===== config.mk =====
export PLATFORM = sky130hd
export DESIGN_NAME = sst_ctrl
export DESIGN_NICKNAME = d
export VERILOG_FILES = /design/src/sv/sst_pkg.sv /design/src/sv/sst_ctrl.sv
export SDC_FILE = /design/constraint.sdc
export NUM_CORES = 1
export LEC_CHECK = 0
export BUFFER_PORTS_ARGS = -buffer_cell sky130_fd_sc_hd__buf_2
export CORE_ASPECT_RATIO = 0.8
export CORE_UTILIZATION = 30
export CTS_CLUSTER_DIAMETER = 60
export DETAILED_ROUTE_END_ITERATION = 7
export PLACE_DENSITY_LB_ADDON = 0.05
export SLEW_MARGIN = 15
export SYNTH_ARGS = -nofsm -noshare
export SYNTH_HDL_FRONTEND = slang
export SYNTH_SLANG_ARGS = --single-unit

===== constraint.sdc =====
create_clock -name clk -period 3.91 [get_ports clk]
set_input_delay 0 -clock clk [delete_from_list [all_inputs] [get_ports clk]]
set_output_delay 0 -clock clk [all_outputs]
set_load 0.005 [all_outputs]

===== src/sv/sst_pkg.sv =====
package sst_pkg;

    localparam int ORDER_LEN   = 32;
    localparam int POS_W       = 5;
    localparam int IDX_W       = 5;
    localparam int ADDR_FULL_W = 13;

    localparam logic [6:0] LOW_NOTE    = 7'd36;
    localparam logic [6:0] ON_VELOCITY = 7'd127;

    localparam logic [1:0] CMD_TICK    = 2'd0;
    localparam logic [1:0] CMD_PATTERN = 2'd1;
    localparam logic [1:0] CMD_ORDER   = 2'd2;

    localparam logic [1:0] CFG_CHANNEL = 2'd0;
    localparam logic [1:0] CFG_SUSTAIN = 2'd1;
    localparam logic [1:0] CFG_MUTED   = 2'd2;
    localparam logic [1:0] CFG_MASK    = 2'd3;

    typedef struct packed {
        logic [1:0]  cmd;
        logic [4:0]  pattern_phrase;
        logic [2:0]  pattern_step;
        logic [31:0] note_flags;
        logic [4:0]  order_slot;
        logic [5:0]  order_phrase;
    } in_t;

    typedef struct packed {
        logic [6:0] note_number;
        logic       note_on;
        logic [6:0] velocity;
        logic [3:0] channel;
        logic       last;
    } out_t;

    typedef struct packed {
        logic             clr_wr;
        logic             capture;
        logic             pat_wr;
        logic             ord_wr;
        logic             wrap;
        logic             fetch;
        logic             read;
        logic             walk_off;
        logic             walk_on;
        logic             finish;
        logic [IDX_W-1:0] idx;
    } sst_cmd_t;

    typedef struct packed {
        logic clr_last;
        logic is_tick;
        logic is_pat;
        logic is_ord;
        logic entry_ok;
    } sst_stat_t;

endpackage


===== src/sv/sst_ctrl.sv =====
module sst_ctrl #(
    parameter int NOTE_COUNT = 32
) (
    input  logic              clk,
    input  logic              rst_n,
    input  logic              start,
    output logic              busy,
    output sst_pkg::sst_cmd_t cmd,
    input  sst_pkg::sst_stat_t stat
);
    import sst_pkg::*;

    localparam int NW = (NOTE_COUNT > 1) ? $clog2(NOTE_COUNT) : 1;

    typedef enum logic [2:0] {
        S_CLEAR,
        S_IDLE,
        S_DECODE,
        S_FETCH,
        S_READ,
        S_WALK,
        S_FINISH
    } state_t;

    state_t        state_reg, state_next;
    logic [NW-1:0] idx_reg, idx_next;
    logic          phase_reg, phase_next;
    logic          busy_reg;

    always_comb
    begin
        state_next = state_reg;
        idx_next   = idx_reg;
        phase_next = phase_reg;
        cmd        = '0;
        cmd.idx    = IDX_W'(idx_reg);
        case (state_reg)
            S_CLEAR:
            begin
                cmd.clr_wr = 1'b1;
                if (stat.clr_last)
                    state_next = S_IDLE;
            end
            S_IDLE:
            begin
                if (start)
                begin
                    cmd.capture = 1'b1;
                    state_next  = S_DECODE;
                end
            end
            S_DECODE:
            begin
                cmd.pat_wr = stat.is_pat;
                cmd.ord_wr = stat.is_ord;
                cmd.wrap   = stat.is_tick;
                state_next = stat.is_tick ? S_FETCH : S_IDLE;
            end
            S_FETCH:
            begin
                cmd.fetch  = 1'b1;
                idx_next   = '0;
                phase_next = 1'b0;
                state_next = stat.entry_ok ? S_READ : S_FINISH;
            end
            S_READ:
            begin
                cmd.read   = 1'b1;
                state_next = S_WALK;
            end
            S_WALK:
            begin
                // Each note is handled in two steps: the note-off check, then the note-on
                // check together with the counter update.
                cmd.walk_off = !phase_reg;
                cmd.walk_on  = phase_reg;
                phase_next   = !phase_reg;
                if (phase_reg)
                begin
                    if (idx_reg == NW'(NOTE_COUNT - 1))
                        state_next = S_FINISH;
                    else
                        idx_next = idx_reg + NW'(1);
                end
            end
            S_FINISH:
            begin
                cmd.finish = 1'b1;
                state_next = S_IDLE;
            end
            default:
            begin
                state_next = S_IDLE;
            end
        endcase
    end

    always_ff @(posedge clk or negedge rst_n)
    begin
        if (!rst_n)
        begin
            state_reg <= S_CLEAR;
            idx_reg   <= '0;
            phase_reg <= 1'b0;
            busy_reg  <= 1'b1;
        end
        else
        begin
            state_reg <= state_next;
            idx_reg   <= idx_next;
            phase_reg <= phase_next;
            busy_reg  <= (state_next != S_IDLE);
        end
    end

    assign busy = busy_reg;

endmodule


* Yosys cells after proc, flatten, opt, wreduce, memory -nomap -nowiden
Index checks and enable logic that the tools add are counted.
Storage, ports and cells: flip-flop bits (word level) 10, input bits 8, output and inout port bits 16, logic and storage cells 38
Operators by class: add/subtract/negate cells 1, equal/unequal tests 10, multiplexer cells 19, reduce and logical (&&, ||, !) cells 4
Operators by type and width (count):
- $pmux W3 S6 | 1
- $mux W3 | 5
- $mux W5 | 2
- $pmux W5 S2 | 1
- $eq A3 B3 Y1 const B | 3
- $eq A3 B2 Y1 const B | 2
- $mux W1 | 6
- $mux W2 | 3
- $add A5 B1 Y5 const B | 1
- $eq A5 B5 Y1 const B | 1
- $ne A2 B2 Y1 const B | 2
- $eq A3 B1 Y1 const B | 1
- $logic_not A3 Y1 | 1
- $ne A3 B1 Y1 const B | 1
- $reduce_and A3 Y1 | 1
- $pmux W1 S2 | 1
- $reduce_bool A2 Y1 | 1
- $logic_not A1 Y1 | 1

* Logic depth before layout (Yosys ltp)
Gate-level depths: netlist of run 1.
word-level depth 5, gate-level depth with buffers 6, mapped depth without buffers 6

* Worst setup path before layout of run 1
No wires, ideal clock.
kind register to register, start point register idx_reg[0], end point register idx_reg[3], setup time 0.132 ns, arrival time 1.652 ns, required time 3.778 ns, slack 2.126 ns, cell stages (with the launch flop) 7, path buffers 0, clock period less this slack 1.784 ns, cell sequence dfrtp_1 -> ha_1 -> and3_1 -> ha_1 -> and4b_1 -> a211oi_1 -> or3b_1
Between the ends: cells in the longest elaborated chain, start to end 4, elaborated cells between the ends (all ways) 7, those cells by class 1 x add/sub; 2 x eq/ne; 3 x mux; 1 x reduce/logical
RTL lines:
- from (decl) | line sst_ctrl.sv:26 | logic [NW-1:0] idx_reg, idx_next;
- from (signal assigned) | line sst_ctrl.sv:110 | idx_reg <= idx_next;
- $add A5 B1 Y5 | line sst_ctrl.sv:83 | idx_next = idx_reg + NW'(1);
- $mux W5 | line sst_ctrl.sv:80 | if (idx_reg == NW'(NOTE_COUNT - 1))
- $mux W5 | line sst_ctrl.sv:78 | if (phase_reg)
- $pmux W5 S2 | line sst_ctrl.sv:37 | case (state_reg)
Several ways; a longest one is shown, not always the timed one. The select of a mux whose other input is x is not followed. A chain may end at the register's enable or synchronous reset.

* Worst setup path in the final report of run 1
start point register idx_reg[1], end point register idx_reg[2]
Same word-level chain as after synthesis.

==> results of run 1 <==
[what timing repair did]
action | in CTS | in global routing
endpoints found under the hold margin | 10 | 0
resized for setup | 0 | 0
hold buffers | 1 | 0
[stage by stage]
stage                     total power, uW  instance area (sq um)  setup WS (ps)
after floorplan                       489                    732           2130
after global placement                555                    817           2060
after detailed placement              547                    817           2010
after CTS                             647                    863           2010
after global routing                  703                    863           1880
final                                 642                    863           2000
[power groups by stage]
stage	Combinational, uW	Sequential (uW)	Clock [uW]
after global routing	325	274	105
after global placement	289	265	0
after detailed placement	286	260	0
after CTS	290	257	100
final	287	258	96.8
after floorplan	307	182	0
[synthesized netlist by cell type (all sizes together) (2+ instances only)]
cell	instances
a21oi	2
a22o	6
and2	4
and3	2
and4b	2
buf	8
dfrtp	9
ha	2
inv	2
nand2	7
nand2b	3
nor2	3
nor3	2
nor3b	3
o21ai	2
or2	2
or3b	2
[worst max-delay path, cell delays in order (launching register included)]
cell      delay (ps)
dfrtp_1          430
ha_1             210
and3_1           170
ha_1             220
and4bb_4         270
and4b_1          170
a311o_1          320
[metal layers]
layer	wire length, um	vias up	global-route usage [%]	part of all wire [%]
li1	-	326	-	-
met2	617	14	16.9	38
met3	76	2	5.90	4.7
met4	12	0	4.39	0.74
met5	0	-	0	0
met1	913	280	19.5	56
[cell families after synthesis]
logic type	Yosys count
muxes	2
AOI/OAI and AO/OA	19
buffers and inverters	10
DFF	10
and+or+nand+nor	35
adders and majority gates	2
[final cells by class]
class	instances	area (sq um)	share of cell area, %
multi-input combinational	58	412	47.7
sequential	10	251	29.1
timing repair buffer	24	125	14.5
clock buffer	4	36.3	4.20
tap	25	31.3	3.62
inverter	2	7.51	0.870
[final timing paths]
kind	startpoint	endpoint	cells past startpoint
hold / removal	start	state_reg[1]	3
setup / recovery	idx_reg[1]	idx_reg[2]	6
max in group asynchronous	rst_n	busy	2
setup reg to reg	idx_reg[1]	idx_reg[2]	6
min in group asynchronous	rst_n	idx_reg[3]	2
hold reg to reg	idx_reg[4]	idx_reg[4]	1
==> key figures, run 1 <==
Timing
  • Fin crit period: 1910 ps
  • Hold_ws: 70.9 ps
  • Setup violations, final: 0
  • Setup tns final: 0 ps
  • Worst slew pin tran: 625 ps
  • Fin. max-slew vios: 0
  • Fmax: 523 MHz
  • Final hold vios: 0
  • Worst rel slew slack: 58.3%
  • RSZ-0062 raised after global routing: no
  • Clock Skews: 11.4 ps
  • Crit share post-route: 48.9%

Logic synthesis
  • Area leader, netlist: dfrtp_1
  • Post-synth top area share: 30.8%
  • Post-synthesis simple-gate area fraction: 30.3%
  • Post-synthesis cell count: 78
  • Post-synthesis xor/xnor area fraction: 0%
  • Syn Nets: 88
  • Warnings from Yosys: 0
  • Avg Inst Size Synth: 9.38 sq um
  • Largest family of logic cells by synthesized area: simple AND/OR/NAND/NOR gates
  • Mapped cell area: 732 sq um
  • Seq cells post-synth: 10
  • Mux share of post-synthesis cell area: 2.91%
  • Post-synth EDFFs: 0
  • Sequential area share after synthesis: 34.4%
  • Compound-gate portion of the synthesized area: 19.7%
  • Number of distinct library cells after synthesis: 38
  • Post-Synth Adder-Cell Area: 3.42%
  • Async S/R FF share, synth: 100%
  • Ranking of synthesized cells by area: dfrtp_1 31%, a22o_1 7.2%, buf_6 4.6%
  • Main synth FF type: dfrtp_1

Setup path
  • Worst Path Required: 4060 ps
  • Critical Path Start Type: flip-flop
  • Crit path kind: reg -> reg
  • Worst Path Max Fanout: 6
  • Worst Path Arrival: 2060 ps
  • Worst reg2reg setup slack: 2000 ps
  • Critical Path Sink Type: flip-flop

Clock network
  • Clk Latency, worst-skew pair: 270 ps
  • CTS Buf Count: 3
  • Root buf cell: clkbuf_4
  • Clock Sinks: 10
  • Htree depth: 1
  • CTS max path bufs: 2
  • CTS tree: done
  • CTS clk-pin slew, worst paths: 80 ps
  • Post CTS Setup Buffer Count: 0

Route
  • Vias/cell: 5.06
  • Antenna Nets Post-Route: 0
  • Final WL: 1620 um
  • Detailed-route via count: 622
  • Avg WL per Cell: 13.2 um
  • Iteration-0 DRC Markers: 14
  • Pre-antenna DRT Iters: 6
  • DRC violations left: 4

Global route
  • GR Overflow Total: 0
  • First-pass GRT wire length: 2510 um
  • GRT Util Overall: 13.3%
  • Largest net degree at the start of global routing: 24
  • Initial antenna violation count: 0
  • Vias in the first global route: 520

Die
  • Die height: 46.2 um
  • Die Span X: 57.2 um
  • Io pins: 24
  • Effective utilization at floorplan: 32.8%
  • Core Area: 2230 sq um
  • Die Footprint: 2640 sq um
  • Rows: 15

Status
  • Status: finished, violations left
  • Failing checks: DRC

Power and ir drop
  • Comb pwr share: 44.7%
  • Sequential Power Share: 40.2%
  • Pwr/cell area: 743 nW/um^2
  • Clock power share: 15.1%
  • Switch Pwr: 271 uW
  • Internal power: 371 uW
  • IR Drop Worst-Case VDD: 0.000274 V
  • Static Leak: 0.000436 uW
  • Sw Share: 42.2%

Layout
  • ANT cells: 0
  • Layout cells sized above 1: 31.6%
  • Most frequent cells in the layout: 23 x buf_2, 9 x dfrtp_1, 7 x nand2_1, 6 x a22o_1, 4 x and2_1
  • Total Nets Final: 109
  • Number of flip-flops in the largest register: 5
  • Post-Layout Cell Count: 123
  • Fill cells: 228
  • Post-layout util: 38.7%
  • Most common cell after layout, fill and taps aside: buf_2
  • Area Growth Syn to Fin: 17.9%

Place
  • DP Cell Count: 118
  • DP HPWL: 1160 um
  • Final GP Congestion: 0.698
  • Port Buf Inserts: 23

Run
  • Max-cap violation count: 0

Min path
  • Hold WC Path Type: in -> reg
(Power assumes the default switching activity.)
==> run 2, diff against run 1 <==
--- a/config.mk
+++ b/config.mk
@@ -5,6 +5,7 @@
 export SDC_FILE = /design/constraint.sdc
 export NUM_CORES = 1
 export LEC_CHECK = 0
+export ABC_AREA = 1
 export BUFFER_PORTS_ARGS = -buffer_cell sky130_fd_sc_hd__buf_2
 export CORE_ASPECT_RATIO = 0.8
 export CORE_UTILIZATION = 30
==> constraint.sdc (replaced) <==
create_clock -name clk -period 1.8 [get_ports clk]
set_input_delay 0 -clock clk [delete_from_list [all_inputs] [get_ports clk]]
set_output_delay 0 -clock clk [all_outputs]
set_load 0.005 [all_outputs]
==> key figures, run 2 <==
Status
  • Status: finished clean

Timing
  • Fmax: 660 MHz (+26%)
  • RSZ-0062 raised after global routing: no
  • Setup violations, final: 0 (unchanged)
  • Fin crit period: 1510 ps (-398 ps)
  • Worst rel slew slack: 79.1% (+21 points)
  • Fin. max-slew vios: 0 (unchanged)
  • Final setup margin: 286 ps (-1710 ps)
  • Crit share post-route: 84.1% (+35 points)
  • Clock Skews: 2.49 ps (-8.93 ps)
  • Worst slew pin tran: 313 ps (-312 ps)
  • Setup tns final: 0 ps (unchanged)
  • Final hold vios: 0 (unchanged)

Min path
  • Hold WC Path Type: in -> reg
  • WHS Path Cells: 5 (+2)

Setup path
  • Most used cell along the critical path: nand2_1
  • Slowest-stage cell, CP: dfrtp_1
  • Worst Path Required: 2010 ps (-2050 ps)
  • Worst path buffer plus inverter count: 0 (unchanged)
  • Cell family with the largest share of critical-path delay: flip-flops
  • Crit path kind: reg -> reg
  • R2R depth: 8 (+2)
  • Critical Path Sink Type: flip-flop
  • CP max stage delay: 420 ps (about the same)
  • Critical Path Start Type: flip-flop
  • Worst Path Max Fanout: 6 (unchanged)
  • Worst Path Arrival: 1720 ps (-340 ps)
  • Crit-path cells: ha_1 > nand2_1 > nor2_1 > ha_1 > nor2_4 > o21ai_2 > nand2_1 > nand2_1
  • Stages on worst setup path: 8 (+2)

Die
  • Die height: 43.5 um (-5.7%)
  • Die Span X: 53.9 um (-5.8%)
  • Die Footprint: 2350 sq um (-11%)
  • Rows: 14 (-1)
  • Io pins: 24 (unchanged)
  • Effective utilization at floorplan: 33.0% (+0.20 points)
  • Core Area: 1960 sq um (-12%)

Clock network
  • Clk Latency, worst-skew pair: 270 ps (about the same)
  • CTS clk-pin slew, worst paths: 70 ps (about the same)
  • CTS Buf Count: 3 (unchanged)
  • Root buf cell: clkbuf_4
  • CTS max path bufs: 2 (unchanged)
  • Post CTS Setup Buffer Count: 0 (unchanged)
  • Clock Sinks: 10 (unchanged)
  • CTS tree: done
  • Htree depth: 1 (unchanged)

Power and ir drop
  • Pwr/cell area: 1280 nW/um^2 (+72%)
  • IR Drop Worst-Case VDD: 0.000615 V (+120%)
  • Static Leak: 0.000498 uW (+14%)

Layout
  • Most frequent cells in the layout: 26 x nand2_1, 23 x buf_2, 17 x inv_1, 12 x nor2_1, 9 x dfrtp_1
  • Total Nets Final: 128 (+17%)
  • Fill cells: 213 (-6.6%)
  • ANT cells: 0 (unchanged)
  • Post-Layout Cell Count: 141 (+15%)
  • Most common cell after layout, fill and taps aside: nand2_1
  • Layout cells sized above 1: 30.8% (-0.86 points)
  • Number of flip-flops in the largest register: 5 (unchanged)
  • Area Growth Syn to Fin: 27.7%

Route
  • WL met1: 746 um (-18%)
  • Iteration-0 DRC Markers: 13 (-1)
  • Avg WL per Cell: 9.38 um (-29%)
  • DRC violations left: 0 (-4)
  • Vias/cell: 4.17 (-18%)
  • Antenna Nets Post-Route: 0 (unchanged)
  • Met3 WL: 71 um (-6.6%)
  • Pre-antenna DRT Iters: 2 (-4)
  • Top layer in use: met3
  • Detailed-route via count: 588 (-5.5%)
  • Final WL: 1320 um (-18%)
  • DR WL met2: 504 um (-18%)

Logic synthesis
  • Post-synth EDFFs: 0 (unchanged)
  • Mapped cell area: 647 sq um (-12%)
  • Synth top cells by count: 26 x nand2_1, 17 x inv_1, 12 x nor2_1
  • Avg Inst Size Synth: 7.11 sq um (-24%)
  • Async S/R FF share, synth: 100% (unchanged)
  • Ranking of synthesized cells by area: dfrtp_1 35%, nand2_1 15%, inv_1 9.9%
  • Post-synthesis cell count: 91 (+17%)
  • Warnings from Yosys: 0 (unchanged)
  • Area leader, netlist: dfrtp_1
  • Number of distinct library cells after synthesis: 19 (-50%)
  • Post-synth top area share: 34.8% (+4.0 points)
  • Syn Nets: 101 (+15%)
  • Main synth FF type: dfrtp_1
  • Sequential area share after synthesis: 38.9% (+4.5 points)
  • Most common cell in the synthesized netlist: nand2_1
  • Seq cells post-synth: 10 (unchanged)

Global route
  • Initial antenna violation count: 0 (unchanged)
  • Vias in the first global route: 538 (+3.5%)
  • GRT Util Overall: 14.1% (+0.72 points)
  • GR Overflow Total: 0 (unchanged)
  • First-pass GRT wire length: 2370 um (-5.5%)
  • Largest net degree at the start of global routing: 11 (-54%)

Run
  • Max-cap violation count: 0 (unchanged)

Place
  • DP Cell Count: 136 (+15%)
  • Setup WS pre-CTS: 301 ps (-1710 ps)
  • DP HPWL: 1040 um (-10%)
  • Final GP Congestion: 0.817 (+17%)
  • Port Buf Inserts: 23 (unchanged)
run 2: cell count changes in the layout (fill, tap and decap cells not counted), sizes merged, moves of 2 or more:
cell,change
a22o,-6
and2,-4
and3,-2
and4b,-2
inv,+16
nand2,+19
nand2b,-3
nand3,+8
nor2,+14
nor3b,-2
or2,-2
or3b,-2
run 2: cells by family (layout without fill, tap and decap cells):
kind of cell | Yosys count | after routing | synth area share (%)
simple gates | 56 | 56 | 42.0
flops | 10 | 10 | 38.9
compound gates | 3 | 3 | 2.90
fa+ha+maj | 2 | 2 | 3.87
buf+inv | 20 | 46 | 12.4
run 2: power breakdown:
part / switching (uW) / total, uW / internal, uW
Combinational: 275 / 451 / 176
Clock: 82.6 / 205 / 123
Sequential: 103 / 397 / 294
run 2: path summary, 6_finish.rpt:
check,startpoint,end,slack [ps]
worst max-delay path,idx_reg[0],idx_reg[1],290
worst min register to register,idx_reg[4],idx_reg[4],520
worst min-delay path,stat[4],state_reg[0],90
max in group asynchronous,rst_n,busy,1420
worst max register to register,idx_reg[0],idx_reg[1],290
min in group asynchronous,rst_n,idx_reg[3],120
run 2: metrics by stage:
step | power [uW] | util (%) | hold slack (ps) | instance area [sq um]
2_1_floorplan | 716 | - | -296 | 647
3_3_place_gp | 861 | 39.7 | -121 | 779
3_5_place_dp | 851 | 39.7 | -122 | 779
4_1_cts | 1060 | 42.1 | 90.9 | 826
5_1_grt | 1160 | 42.1 | 110 | 826
6_report | 1050 | 42.1 | 94.2 | 826
run 2: timing repair:
action	in CTS	in global routing
gates resized for setup	0	0
hold buffers	1	0
endpoints found under the hold margin	10	0
run 2: layer usage:
layer  vias to the layer above  GRT usage, %
met5                         -             0
met3                         0          4.21
met1                       240          21.8
met2                        15          18.0
li1                        333             -
met4                         0          4.74
run 2: tightest hold or removal path, cell delays in order:
cell	delay, ps
buf_2	70
nand3_1	70
nand2_1	60
nor2_1	40
nand2_1	70
run 2: final cells by class:
type                            instances  area, sq um  area share (%)
Multi-Input combinational cell         61          315            38.2
Clock buffer                            4         36.3            4.39
Tap cell                               24         30.0            3.64
Sequential cell                        10          251            30.5
Timing Repair Buffer                   24          125            15.2
Inverter                               18         67.6            8.18
==> run 3, diff against run 2 <==
==> constraint.sdc (replaced) <==
create_clock -name clk -period 1.3 [get_ports clk]
set_input_delay 0 -clock clk [delete_from_list [all_inputs] [get_ports clk]]
set_output_delay 0 -clock clk [all_outputs]
set_load 0.005 [all_outputs]
==> key figures, run 3 (synthesis results as in run 2) <==
Die
  • Rows: 14 (unchanged)
  • Io pins: 24 (unchanged)
  • Die Footprint: 2350 sq um (unchanged)
  • Core Area: 1960 sq um (unchanged)
  • Die height: 43.5 um (unchanged)
  • Effective utilization at floorplan: 33.0% (unchanged)
  • Die Span X: 53.9 um (unchanged)

Clock network
  • CTS tree: done
  • CTS clk-pin slew, worst paths: 70 ps (about the same)
  • Htree depth: 1 (unchanged)
  • Root buf cell: clkbuf_4
  • CTS Buf Count: 3 (unchanged)
  • Clock Sinks: 10 (unchanged)
  • Clk Latency, worst-skew pair: 270 ps (about the same)
  • CTS max path bufs: 2 (unchanged)

Min path
  • Min-delay src: stat[4]
  • Worst Hold Path EP: state_reg[0]
  • Hold WC Path Type: in -> reg
  • WHS Path Cells: 5 (unchanged)

Route
  • Iteration-0 DRC Markers: 7 (-6)
  • Final WL: 1560 um (+18%)
  • Vias/cell: 4.37 (+4.7%)
  • Pre-antenna DRT Iters: 4 (+2)
  • Detailed-route via count: 668 (+14%)
  • Avg WL per Cell: 10.2 um (+8.4%)
  • Antenna Nets Post-Route: 0 (unchanged)
  • DRC violations left: 0 (unchanged)

Layout
  • Most common cell after layout, fill and taps aside: nand2_1
  • Post-Layout Cell Count: 153 (+8.5%)
  • Fill cells: 200 (-6.1%)
  • Most frequent cells in the layout: 24 x nand2_1, 23 x buf_2, 16 x inv_1, 9 x buf_4, 8 x nor2_1
  • Layout cells sized above 1: 47.3% (+17 points)
  • Post-layout util: 50.4% (+8.4 points)
  • Total Nets Final: 140 (+9.4%)
  • Number of flip-flops in the largest register: 5 (unchanged)
  • ANT cells: 0 (unchanged)
  • Area Growth Syn to Fin: 53.0%
  • Fin area: 990 sq um (+20%)

Setup path
  • Worst path buffer plus inverter count: 0 (unchanged)
  • Critical R2R Capture: idx_reg[0]
  • Slowest-stage cell, CP: dfrtp_1
  • Critical Path Sink Type: flip-flop
  • CP max stage delay: 380 ps (-40 ps)
  • Most used cell along the critical path: nor2_4
  • Reg2reg start: idx_reg[1]
  • Critical Path Start Type: flip-flop
  • Worst Path Max Fanout: 3 (-3)
  • Crit-path cells: ha_2 > nand2_2 > nor2_2 > ha_2 > nor2_4 > nor2_4 > nor2_4 > nand2_1 > nand2_1
  • Worst Path Required: 1510 ps (-500 ps)
  • Crit path kind: reg -> reg
  • Worst reg2reg setup slack: -100 ps (-390 ps)
  • Cell family with the largest share of critical-path delay: simple AND/OR/NAND/NOR gates
  • Worst Path Arrival: 1620 ps (-100 ps)
  • R2R depth: 9 (+1)

Timing
  • Fin. max-slew vios: 0 (unchanged)
  • Setup violations, final: 6 (+6)
  • Fin crit period: 1400 ps (-110 ps)
  • Final hold vios: 0 (unchanged)
  • Worst slew pin tran: 240 ps (-73.1 ps)
  • Final setup margin: -104 ps (-390 ps)
  • Clock Skews: 2.61 ps (+0.120 ps)
  • Fmax: 712 MHz (+7.9%)
  • Worst rel slew slack: 84.0% (+4.9 points)
  • RSZ-0062 raised after global routing: yes
  • Crit share post-route: 108% (+24 points)

Power and ir drop
  • IR Drop Worst-Case VDD: 0.00123 V (+100%)
  • Static Leak: 0.000560 uW (+13%)
  • Pwr/cell area: 1780 nW/um^2 (+40%)

Place
  • Placed cell areas: 837 sq um (+7.4%)
  • DP HPWL: 1170 um (+13%)
  • Port Buf Inserts: 23 (unchanged)
  • DP Cell Count: 143 (+5.1%)
  • Setup WS pre-CTS: -63.9 ps (-365 ps)
  • Final GP Congestion: 0.798 (-2.4%)

Status
  • Status: finished, violations left
  • Failing checks: setup timing

Global route
  • Initial antenna violation count: 0 (unchanged)
  • First-pass GRT wire length: 2630 um (+11%)
  • GR Overflow Total: 0 (unchanged)
  • Largest net degree at the start of global routing: 11 (unchanged)
  • Vias in the first global route: 586 (+8.9%)
  • GRT Util Overall: 16.1% (+2.1 points)

Run
  • Max-cap violation count: 0 (unchanged)
run 3: worst max path at each step:
stage                          start          to  slack [ps]  cells after the start
after floorplan           idx_reg[0]  idx_reg[3]         -50                      9
after global placement    idx_reg[0]  idx_reg[4]         -40                      9
after detailed placement  idx_reg[0]  idx_reg[0]         -60                      9
after CTS                 idx_reg[0]  idx_reg[0]         -70                      8
after global routing      idx_reg[0]  idx_reg[2]        -210                      9
final                     idx_reg[1]  idx_reg[0]        -100                      9
run 3: metal layers:
layer | part of all wire [%] | vias to the layer above | global-route usage, %
li1 | - | 351 | -
met1 | 54 | 299 | 25.4
met2 | 39 | 16 | 18.8
met3 | 5.4 | 2 | 6.32
met4 | 1.4 | 0 | 6.32
met5 | 0 | - | 0
run 3: final cells by class:
class	count	area [sq um]	area share (%)
multi-input cells	61	375	37.9
well taps	24	30.0	3.03
clock buffers	4	36.3	3.67
flip-flops and latches	10	254	25.7
inverters	18	67.6	6.83
repair buffers	36	226	22.9
run 3: worst min-delay path, stage by stage:
cell and delay [ps]:
buf_2 80, nand3_1 70, nand2_1 60, nor2_1 30, nand2_1 70
run 3: what timing repair did:
item	4_1_cts	5_1_grt
hold endpoints to repair	10	0
resized for setup	0	19
hold buffers	1	0
pin swaps	1	9
buffers inserted	1	4
setup endpoints to repair	6	15
run 3: report_power, final:
part           switching, uW  internal, uW  total [uW]  leakage, uW
clock                    112           170         282    0.0000210
combinational            523           428         950     0.000411
sequential               120           414         534     0.000128
run 3: metrics by stage:
step	setup TNS, ps	power, uW	hold slack [ps]
floorplan	-229	996	-296
global placement	-191	1270	-120
detailed placement	-265	1270	-121
CTS	-342	1580	71.0
global route	-1310	1940	97.3
finish	-526	1770	78.0
